$ cat config.mk
export PLATFORM = sky130hd
export DESIGN_NAME = i2c_master_bit_engine_flat
export DESIGN_NICKNAME = d
export VERILOG_FILES = /design/src/rtl/core/i2cbe_pkg.sv /design/src/rtl/core/i2cbe_if.sv /design/src/rtl/core/i2cbe_step.sv /design/src/rtl/core/i2c_master_bit_engine.sv /design/src/flat_wrapper.sv
export VERILOG_INCLUDE_DIRS = /design/src /design/src/rtl/core
export SDC_FILE = /design/constraint.sdc
export NUM_CORES = 1
export LEC_CHECK = 0
export ABC_AREA = 1
export BUFFER_PORTS_ARGS = -buffer_cell sky130_fd_sc_hd__buf_2
export CORE_MARGIN = 8
export CORE_UTILIZATION = 63
export DETAILED_ROUTE_END_ITERATION = 10
export PLACE_DENSITY = 0.84
export SKIP_LAST_GASP = 1
export SLEW_MARGIN = 40
export SYNTH_ARGS = -nofsm -noshare
export SYNTH_HDL_FRONTEND = slang
export SYNTH_SLANG_ARGS = --single-unit
export TNS_END_PERCENT = 50
$ cat constraint.sdc
create_clock -name i_clk -period 3.8 [get_ports i_clk]
set_clock_uncertainty 0.15 [all_clocks]
set_input_delay 0.76 -clock i_clk [delete_from_list [all_inputs] [get_ports i_clk]]
set_output_delay 0.76 -clock i_clk [all_outputs]
set_load 0.02 [all_outputs]
$ cat src/rtl/core/i2c_master_bit_engine_macros.svh
// Assertion helpers shared by the RTL of the I2C bit engine.
`ifndef I2C_MASTER_BIT_ENGINE_MACROS_SVH
`define I2C_MASTER_BIT_ENGINE_MACROS_SVH

// Same-cycle implication, disabled while reset is asserted.
`define I2CBE_ASSERT_IMPLY(label, clk, rst_n, ante, cons, msg) \
    label: assert property (@(posedge clk) disable iff (!(rst_n)) (ante) |-> (cons)) \
        else $error(msg);

// Next-cycle implication, disabled while reset is asserted.
`define I2CBE_ASSERT_NEXT(label, clk, rst_n, ante, cons, msg) \
    label: assert property (@(posedge clk) disable iff (!(rst_n)) (ante) |=> (cons)) \
        else $error(msg);

`endif

$ cat src/rtl/core/i2cbe_pkg.sv
`default_nettype none

package i2cbe_pkg;

    // Action codes carried by an input transaction.
    localparam logic [2:0] ACT_TICK    = 3'd0;
    localparam logic [2:0] ACT_START   = 3'd1;
    localparam logic [2:0] ACT_STOP    = 3'd2;
    localparam logic [2:0] ACT_WRITE   = 3'd3;
    localparam logic [2:0] ACT_READ    = 3'd4;
    localparam logic [2:0] ACT_RESTART = 3'd5;

    localparam int unsigned BYTE_BITS = 8;

    // Running command, one-hot.
    typedef enum logic [5:0] {
        CMD_IDLE    = 6'b000001,
        CMD_START   = 6'b000010,
        CMD_STOP    = 6'b000100,
        CMD_WRITE   = 6'b001000,
        CMD_READ    = 6'b010000,
        CMD_RESTART = 6'b100000
    } t_cmd;

    typedef struct packed {
        t_cmd        cmd;
        logic [1:0]  phase;
        logic [3:0]  bit_index;
        logic [7:0]  shift_byte;
        logic        scl;
        logic        sda;
        logic        drv;
        logic        ack;
        logic [7:0]  last_read;
    } t_state;

    typedef struct packed {
        logic        scl;
        logic        sda_out;
        logic        sda_drive;
        logic        busy_res;
        logic        done_res;
        logic        ack_bit;
        logic [7:0]  read_value;
    } t_result;

    function automatic t_cmd act_to_cmd(input logic [2:0] act);
        t_cmd c;
        c = CMD_IDLE;
        unique case (act)
            ACT_START:   c = CMD_START;
            ACT_STOP:    c = CMD_STOP;
            ACT_WRITE:   c = CMD_WRITE;
            ACT_READ:    c = CMD_READ;
            ACT_RESTART: c = CMD_RESTART;
            default:     c = CMD_IDLE;
        endcase
        return c;
    endfunction

endpackage

`default_nettype wire

$ cat src/rtl/core/i2cbe_if.sv
`default_nettype none

interface i2cbe_in_if;
    logic        valid;
    logic        ready;
    logic [2:0]  action;
    logic [7:0]  data;
    logic        sda_in;

    modport source (output valid, output action, output data, output sda_in, input ready);
    modport sink   (input valid, input action, input data, input sda_in, output ready);
endinterface

interface i2cbe_out_if;
    logic        valid;
    logic        ready;
    logic        scl;
    logic        sda_out;
    logic        sda_drive;
    logic        busy_res;
    logic        done_res;
    logic        ack_bit;
    logic [7:0]  read_value;

    modport source (output valid, output scl, output sda_out, output sda_drive,
                    output busy_res, output done_res, output ack_bit, output read_value,
                    input ready);
    modport sink   (input valid, input scl, input sda_out, input sda_drive,
                    input busy_res, input done_res, input ack_bit, input read_value,
                    output ready);
endinterface

`default_nettype wire

$ cat src/rtl/core/i2cbe_step.sv
`default_nettype none

// Next-state logic: one bus action per tick, command latch while idle.
module i2cbe_step import i2cbe_pkg::*; (
    input  t_state      i_state,
    input  logic [2:0]  i_action,
    input  logic [7:0]  i_data,
    input  logic        i_sda_in,
    output t_state      o_state,
    output logic        o_done
);

    logic fin;

    always_comb begin
        o_state = i_state;
        fin     = 1'b0;
        if (i_action == ACT_TICK) begin
            unique case (i_state.cmd)
                CMD_IDLE: begin
                end
                CMD_START: begin
                    if (i_state.phase == 2'd0) begin
                        o_state.drv = 1'b1;
                        o_state.sda = 1'b0;
                        o_state.phase = 2'd1;
                    end else begin
                        o_state.scl = 1'b0;
                        fin = 1'b1;
                    end
                end
                CMD_STOP: begin
                    if (i_state.phase == 2'd0) begin
                        o_state.drv = 1'b1;
                        o_state.sda = 1'b0;
                        o_state.phase = 2'd1;
                    end else if (i_state.phase == 2'd1) begin
                        o_state.scl = 1'b1;
                        o_state.phase = 2'd2;
                    end else begin
                        o_state.sda = 1'b1;
                        fin = 1'b1;
                    end
                end
                CMD_RESTART: begin
                    if (i_state.phase == 2'd0) begin
                        o_state.drv = 1'b1;
                        o_state.sda = 1'b1;
                        o_state.phase = 2'd1;
                    end else if (i_state.phase == 2'd1) begin
                        o_state.scl = 1'b1;
                        o_state.phase = 2'd2;
                    end else if (i_state.phase == 2'd2) begin
                        o_state.sda = 1'b0;
                        o_state.phase = 2'd3;
                    end else begin
                        o_state.scl = 1'b0;
                        fin = 1'b1;
                    end
                end
                CMD_WRITE: begin
                    if (!i_state.bit_index[3]) begin
                        if (i_state.phase == 2'd0) begin
                            o_state.drv = 1'b1;
                            o_state.sda = i_state.shift_byte[BYTE_BITS-1];
                            o_state.phase = 2'd1;
                        end else if (i_state.phase == 2'd1) begin
                            o_state.scl = 1'b1;
                            o_state.phase = 2'd2;
                        end else begin
                            o_state.scl = 1'b0;
                            o_state.shift_byte = {i_state.shift_byte[6:0], 1'b0};
                            o_state.bit_index = i_state.bit_index + 4'd1;
                            o_state.phase = 2'd0;
                        end
                    end else if (i_state.phase == 2'd0) begin
                        o_state.drv = 1'b0;
                        o_state.phase = 2'd1;
                    end else if (i_state.phase == 2'd1) begin
                        o_state.scl = 1'b1;
                        o_state.phase = 2'd2;
                    end else if (i_state.phase == 2'd2) begin
                        o_state.ack = i_sda_in;
                        o_state.scl = 1'b0;
                        o_state.phase = 2'd3;
                    end else begin
                        o_state.drv = 1'b1;
                        fin = 1'b1;
                    end
                end
                CMD_READ: begin
                    if (!i_state.bit_index[3]) begin
                        if (i_state.phase == 2'd0) begin
                            o_state.drv = 1'b0;
                            o_state.phase = 2'd1;
                        end else if (i_state.phase == 2'd1) begin
                            o_state.scl = 1'b1;
                            o_state.phase = 2'd2;
                        end else begin
                            o_state.shift_byte = {i_state.shift_byte[6:0], i_sda_in};
                            o_state.scl = 1'b0;
                            o_state.bit_index = i_state.bit_index + 4'd1;
                            // The last data bit hands over to the ACK slot at phase zero.
                            o_state.phase = (i_state.bit_index == 4'd7) ? 2'd0 : 2'd1;
                        end
                    end else if (i_state.phase == 2'd0) begin
                        o_state.drv = 1'b1;
                        o_state.sda = 1'b0;
                        o_state.phase = 2'd1;
                    end else if (i_state.phase == 2'd1) begin
                        o_state.scl = 1'b1;
                        o_state.phase = 2'd2;
                    end else begin
                        o_state.scl = 1'b0;
                        o_state.last_read = i_state.shift_byte;
                        fin = 1'b1;
                    end
                end
                default: begin
                    fin = 1'b1;
                end
            endcase
            if (fin) begin
                o_state.cmd = CMD_IDLE;
                o_state.phase = 2'd0;
                o_state.bit_index = 4'd0;
            end
        end else if (i_action <= ACT_RESTART && i_state.cmd == CMD_IDLE) begin
            o_state.cmd = act_to_cmd(i_action);
            o_state.phase = 2'd0;
            o_state.bit_index = 4'd0;
            o_state.shift_byte = (i_action == ACT_WRITE) ? i_data : 8'd0;
        end
        o_done = fin;
    end

endmodule

`default_nettype wire

$ cat src/rtl/core/i2c_master_bit_engine.sv
// Channel   Dir  Modport  Payload
// i_in      in   sink     action[2:0], data[7:0], sda_in
// o_out     out  source   scl, sda_out, sda_drive, busy_res, done_res, ack_bit, read_value[7:0]
//
// Every input transaction yields exactly one output transaction.
// A result passes through the input register and then the result register; one transaction per
// cycle is sustained while the output is not stalled, with one next-state step between the two.
// i_rst_n is synchronous and active low; after it SDA is driven high and SCL is high.
// When the output is stalled, the result register holds and the input register fills;
// ready drops only when both are occupied.
`default_nettype none
`include "i2c_master_bit_engine_macros.svh"

module i2c_master_bit_engine import i2cbe_pkg::*; (
    input  logic        i_clk,
    input  logic        i_rst_n,
    i2cbe_in_if.sink    i_in,
    i2cbe_out_if.source o_out
);

    // Input register stage.
    logic        r_in_valid;
    logic [2:0]  r_in_action;
    logic [7:0]  r_in_data;
    logic        r_in_sda;

    // Bus state and result register.
    t_state      r_state;
    logic        r_out_valid;
    t_result     r_out;

    t_state      n_state;
    t_result     n_out;
    logic        step_done;
    logic        advance;
    logic        in_take;

    // The step fires whenever the input register is full and the result register can take a new value.
    assign advance = r_in_valid && (!r_out_valid || o_out.ready);
    assign i_in.ready = !r_in_valid || advance;
    assign in_take = i_in.valid && i_in.ready;

    i2cbe_step u_step (
        .i_state  (r_state),
        .i_action (r_in_action),
        .i_data   (r_in_data),
        .i_sda_in (r_in_sda),
        .o_state  (n_state),
        .o_done   (step_done)
    );

    // The result reflects the pin levels after this step. A released SDA reads as
    // the pulled-up level.
    always_comb begin
        n_out.scl        = n_state.scl;
        n_out.sda_out    = n_state.drv ? n_state.sda : 1'b1;
        n_out.sda_drive  = n_state.drv;
        n_out.busy_res   = (n_state.cmd != CMD_IDLE);
        n_out.done_res   = step_done;
        n_out.ack_bit    = n_state.ack;
        n_out.read_value = n_state.last_read;
    end

    always_ff @(posedge i_clk) begin
        if (!i_rst_n) begin
            r_in_valid <= 1'b0;
        end else if (in_take) begin
            r_in_valid <= 1'b1;
        end else if (advance) begin
            r_in_valid <= 1'b0;
        end
    end

    always_ff @(posedge i_clk) begin
        if (in_take) begin
            r_in_action <= i_in.action;
            r_in_data   <= i_in.data;
            r_in_sda    <= i_in.sda_in;
        end
    end

    always_ff @(posedge i_clk) begin
        if (!i_rst_n) begin
            r_state.cmd        <= CMD_IDLE;
            r_state.phase      <= 2'd0;
            r_state.bit_index  <= 4'd0;
            r_state.shift_byte <= 8'd0;
            r_state.scl        <= 1'b1;
            r_state.sda        <= 1'b1;
            r_state.drv        <= 1'b1;
            r_state.ack        <= 1'b0;
            r_state.last_read  <= 8'd0;
        end else if (advance) begin
            r_state <= n_state;
        end
    end

    always_ff @(posedge i_clk) begin
        if (!i_rst_n) begin
            r_out_valid <= 1'b0;
        end else if (advance) begin
            r_out_valid <= 1'b1;
        end else if (o_out.ready) begin
            r_out_valid <= 1'b0;
        end
    end

    always_ff @(posedge i_clk) begin
        if (advance) begin
            r_out <= n_out;
        end
    end

    assign o_out.valid      = r_out_valid;
    assign o_out.scl        = r_out.scl;
    assign o_out.sda_out    = r_out.sda_out;
    assign o_out.sda_drive  = r_out.sda_drive;
    assign o_out.busy_res   = r_out.busy_res;
    assign o_out.done_res   = r_out.done_res;
    assign o_out.ack_bit    = r_out.ack_bit;
    assign o_out.read_value = r_out.read_value;

    // A finishing step always leaves the engine idle.
    `I2CBE_ASSERT_IMPLY(a_done_not_busy, i_clk, i_rst_n, r_out_valid && r_out.done_res, !r_out.busy_res, "done reported while still busy")
    // Idle means the sequencer counters are back at zero.
    `I2CBE_ASSERT_IMPLY(a_idle_clean, i_clk, i_rst_n, r_state.cmd == CMD_IDLE, r_state.phase == 2'd0 && r_state.bit_index == 4'd0, "idle with stale sequencer counters")
    // The bit counter never passes the ACK slot.
    `I2CBE_ASSERT_IMPLY(a_bit_range, i_clk, i_rst_n, r_state.bit_index[3], r_state.bit_index[2:0] == 3'd0, "bit index beyond eight")
    // SDA is released only inside a byte transfer.
    `I2CBE_ASSERT_IMPLY(a_release_in_byte, i_clk, i_rst_n, !r_state.drv, r_state.cmd == CMD_WRITE || r_state.cmd == CMD_READ, "SDA released outside a byte transfer")
    // Without a step the bus state must not move.
    `I2CBE_ASSERT_NEXT(a_hold_state, i_clk, i_rst_n, !advance, $stable(r_state), "bus state changed without a step")

endmodule

`default_nettype wire
$ cat src/flat_wrapper.sv
// flat-port wrapper written by rule: the top's interface ports become plain ports
module i2c_master_bit_engine_flat import i2cbe_pkg::*;
  (i_clk, i_rst_n, i_in_valid, i_in_action, i_in_data, i_in_sda_in, i_in_ready, o_out_valid, o_out_scl, o_out_sda_out, o_out_sda_drive, o_out_busy_res, o_out_done_res, o_out_ack_bit, o_out_read_value, o_out_ready);
  i2cbe_in_if i_in_i ();
  i2cbe_out_if o_out_i ();
  input  logic i_clk;
  input  logic i_rst_n;
  input wire logic [$bits(i_in_i.valid)-1:0] i_in_valid;
  input wire logic [$bits(i_in_i.action)-1:0] i_in_action;
  input wire logic [$bits(i_in_i.data)-1:0] i_in_data;
  input wire logic [$bits(i_in_i.sda_in)-1:0] i_in_sda_in;
  output wire logic [$bits(i_in_i.ready)-1:0] i_in_ready;
  output wire logic [$bits(o_out_i.valid)-1:0] o_out_valid;
  output wire logic [$bits(o_out_i.scl)-1:0] o_out_scl;
  output wire logic [$bits(o_out_i.sda_out)-1:0] o_out_sda_out;
  output wire logic [$bits(o_out_i.sda_drive)-1:0] o_out_sda_drive;
  output wire logic [$bits(o_out_i.busy_res)-1:0] o_out_busy_res;
  output wire logic [$bits(o_out_i.done_res)-1:0] o_out_done_res;
  output wire logic [$bits(o_out_i.ack_bit)-1:0] o_out_ack_bit;
  output wire logic [$bits(o_out_i.read_value)-1:0] o_out_read_value;
  input wire logic [$bits(o_out_i.ready)-1:0] o_out_ready;
  assign i_in_i.valid = i_in_valid;
  assign i_in_i.action = i_in_action;
  assign i_in_i.data = i_in_data;
  assign i_in_i.sda_in = i_in_sda_in;
  assign i_in_ready = i_in_i.ready;
  assign o_out_valid = o_out_i.valid;
  assign o_out_scl = o_out_i.scl;
  assign o_out_sda_out = o_out_i.sda_out;
  assign o_out_sda_drive = o_out_i.sda_drive;
  assign o_out_busy_res = o_out_i.busy_res;
  assign o_out_done_res = o_out_i.done_res;
  assign o_out_ack_bit = o_out_i.ack_bit;
  assign o_out_read_value = o_out_i.read_value;
  assign o_out_i.ready = o_out_ready;
  i2c_master_bit_engine u_core (.i_clk(i_clk), .i_rst_n(i_rst_n), .i_in(i_in_i), .o_out(o_out_i));
endmodule
==> metrics.yaml <==
status: "finished, final reports clean"
first_pass_iters: 5
netlist.area_leader.share_pct: 24.79
final_common_cell: "nand2_1"
fmax_ghz: 0.3487
core_area_sq_mm: 0.004786
min_period_over_period_pct: 75.46
grt_pass1_vias: 2732
startpoint_type: "flip-flop"
cts_tree: "yes"
htree_levels: 3
synth-seq-cells: 60
intPower_w: 0.001055
tightest_slew_ps: 800.7
vdd_drop_max_uv: 351.3
rrSetupSlack_ps: 930
clk_latency_ps: 340
synth_top_family_by_area: "simple AND/OR/NAND/NOR gates"
dp_hpwl_mm: 5.046
routed_via_density: 5.727
worst_setup_path_end_kind: "flip-flop"
power_density_mw_per_mm2: 413.7
finalHoldViolCount: 0
finalNonFillerCells: 498
hold_class: "flip-flop to flip-flop"
fin_crit_ps: 2867
drc: 0
rows: 25
areaGrowthSynthToFinish_pct: 12.59
power.static_leakage_nw: 1.560
syn_inst: 393
seq_area_frac_synth_pct: 46.40
maxCapViolCount: 0
synthMuxAreaShare_pct: 0
io_pins: 32
synth_cell_type_count: 36
synth.area.top_cells: "edfxtp_1 (25%), dfxtp_1 (22%), nand2_1 (7.2%), inv_1 (6.8%), a21oi_1 (4.9%)"
clkTransAtPathRegs_ps: 70
final_antenna_net_count: 0
cts-root-buf: "clkbuf_8"
initial_core_util_pct: 65.80
ctsResizeCount: 0
clock-sinks: 60
antenna_found_initial: 0
grt_pass1_wl_mm: 12.07
syn_area_sq_mm: 0.003149
slew_viol_final: 0
synthSimpleGateAreaFrac_pct: 25.67
vias: 2852
grt_max_degree: 28
grt_overflow: 0
critPathKind: "flip-flop to flip-flop"
syn_nets: 415
place_inst: 482
swShare_pct: 28.09
die_h_um: 86.70
drive_gt1_share_pct: 16.94
p_clk_share_pct: 36.5
wire_per_inst_um: 14.58
cts_inserted_buffers: 9
fill_cells: 356
cp.required_ps: 3740
synthAdderAreaFrac_pct: 2.384
final_cell_mix: "nand2_1 (60), inv_1 (57), nor2_1 (36), dfxtp_1 (34)"
synth-compound-area-share_pct: 16.81
slew-limit-headroom_pct: 46.42
setup_violations: 0
cp_max_fo: 13
yosysTopAreaCell: "edfxtp_1"
die_w_um: 86.70
post-cts-setup-buffers: 0
rsz0062_at_grt: "false"
ys_warn_count: 0
drtIter0Drc: 273
seqPwrFrac_pct: 50.3
synth_area_per_cell_sq_um: 8.013
io_buffers: 31
cts_buffer_depth: 2
p_comb_share_pct: 13.2
place.gp.congestion: 0.9502
synth_xor_area_share_pct: 0.2781
fin_nets: 448
critPathArrivalTime_ps: 2810
tns_ps: 0
dieArea_sq_mm: 0.007517
holdBufCountCts: 0
diodes: 0
grt.total_usage_pct: 20.00
drt-total-wl_mm: 7.262
p_sw_w: 0.0004120
## critical path: stages (launching register included)
cell	delay, ps
dfxtp_1	490
inv_1	130
ha_1	280
nor2_1	650
a21oi_1	150
nand3_1	150
nand2_1	140
o21ai_0	170
nand3_1	130
nor2_1	120
nand2_1	60
## per-stage QoR
stage | worst slack, ps | total power, W | util (%) | hold slack [ps] | cell area (sq um)
2_1_floorplan | 1490 | 0.0008935 | - | 314.9 | 3149
3_3_place_gp | 1155 | 0.0009326 | 70.09 | 329.7 | 3354
3_5_place_dp | 1031 | 0.0009402 | 70.09 | 332.3 | 3354
4_1_cts | 988.7 | 0.001467 | 73.99 | 341.4 | 3541
5_1_grt | 678.6 | 0.001520 | 74.09 | 366.9 | 3546
6_report | 932.6 | 0.001467 | 74.09 | 343.5 | 3546
## layer usage
metal  share of wire [%]  global-route usage [%]  vias up
li1                    -                       -     1400
met1                  44                   23.59     1309
met2                  47                   32.50      125
met3                 6.8                   5.482       18
met4                 2.4                   10.17        0
met5                   0                       0        -
## power by group through the flow
| stage | Sequential, W | Combinational (W) | Clock, W |
|---|---|---|---|
| 5_1_grt | 0.000742 | 0.000216 | 0.000561 |
| 3_3_place_gp | 0.000750 | 0.000182 | 0 |
| 2_1_floorplan | 0.000758 | 0.000135 | 0 |
| 6_report | 0.000738 | 0.000193 | 0.000535 |
| 4_1_cts | 0.000738 | 0.000191 | 0.000538 |
| 3_5_place_dp | 0.000752 | 0.000188 | 0 |
## cell families after synthesis
logic type,Yosys count
compound gates,92
flops,60
fa+ha+maj,6
buf+inv,69
xor+xnor,1
simple gates,165
## cell usage after synthesis (all sizes together)
cell / count
a211oi: 7
a21oi: 31
a311oi: 1
a31oi: 9
and2: 1
buf: 1
clkbuf: 10
dfxtp: 34
edfxtp: 26
ha: 6
inv: 58
nand2: 66
nand3: 33
nand4: 3
nor2: 46
nor3: 13
nor4: 2
o2111ai: 1
o211ai: 2
o21a: 1
o21ai: 32
o22ai: 7
o31ai: 1
or2: 1
xnor2: 1
## path summary, 6_finish.rpt
| path | start | endpoint | cells after the start |
|---|---|---|---|
| hold / removal | u_core.r_state[12]$_SDFFE_PN0P_ | u_core.r_state[12]$_SDFFE_PN0P_ | 2 |
| hold reg to reg | u_core.r_state[12]$_SDFFE_PN0P_ | u_core.r_state[12]$_SDFFE_PN0P_ | 2 |
| setup / recovery | u_core.r_state[25]$_SDFFE_PN0P_ | u_core.o_out.busy_res$_DFFE_PP_ | 10 |
| setup reg to reg | u_core.r_state[25]$_SDFFE_PN0P_ | u_core.o_out.busy_res$_DFFE_PP_ | 10 |
## registers in the layout (all words and copies together), names as in the netlist
register and cells:
u_core.r_state 32, u_core.o_out.read_value 8, u_core.r_in_data 8, u_core.r_in_action 3, u_core.o_out.ack_bit 1, u_core.o_out.busy_res 1, u_core.o_out.done_res 1, u_core.o_out.scl 1
u_core.o_out.sda_drive 1, u_core.o_out.sda_out 1, u_core.o_out.valid 1, u_core.r_in_sda 1, u_core.r_in_valid 1
## layout make-up
type,count,area (sq um),share of cell area (%)
tap,67,83.83,2.364
multi-input combinational,264,1426,40.23
clock inverter,5,33.78,0.9527
sequential,60,1461,41.21
clock buffer,11,152.6,4.305
inverter,58,217.7,6.140
timing repair buffer,33,170.2,4.799
Note: power is estimated with default switching activity, not from simulation.
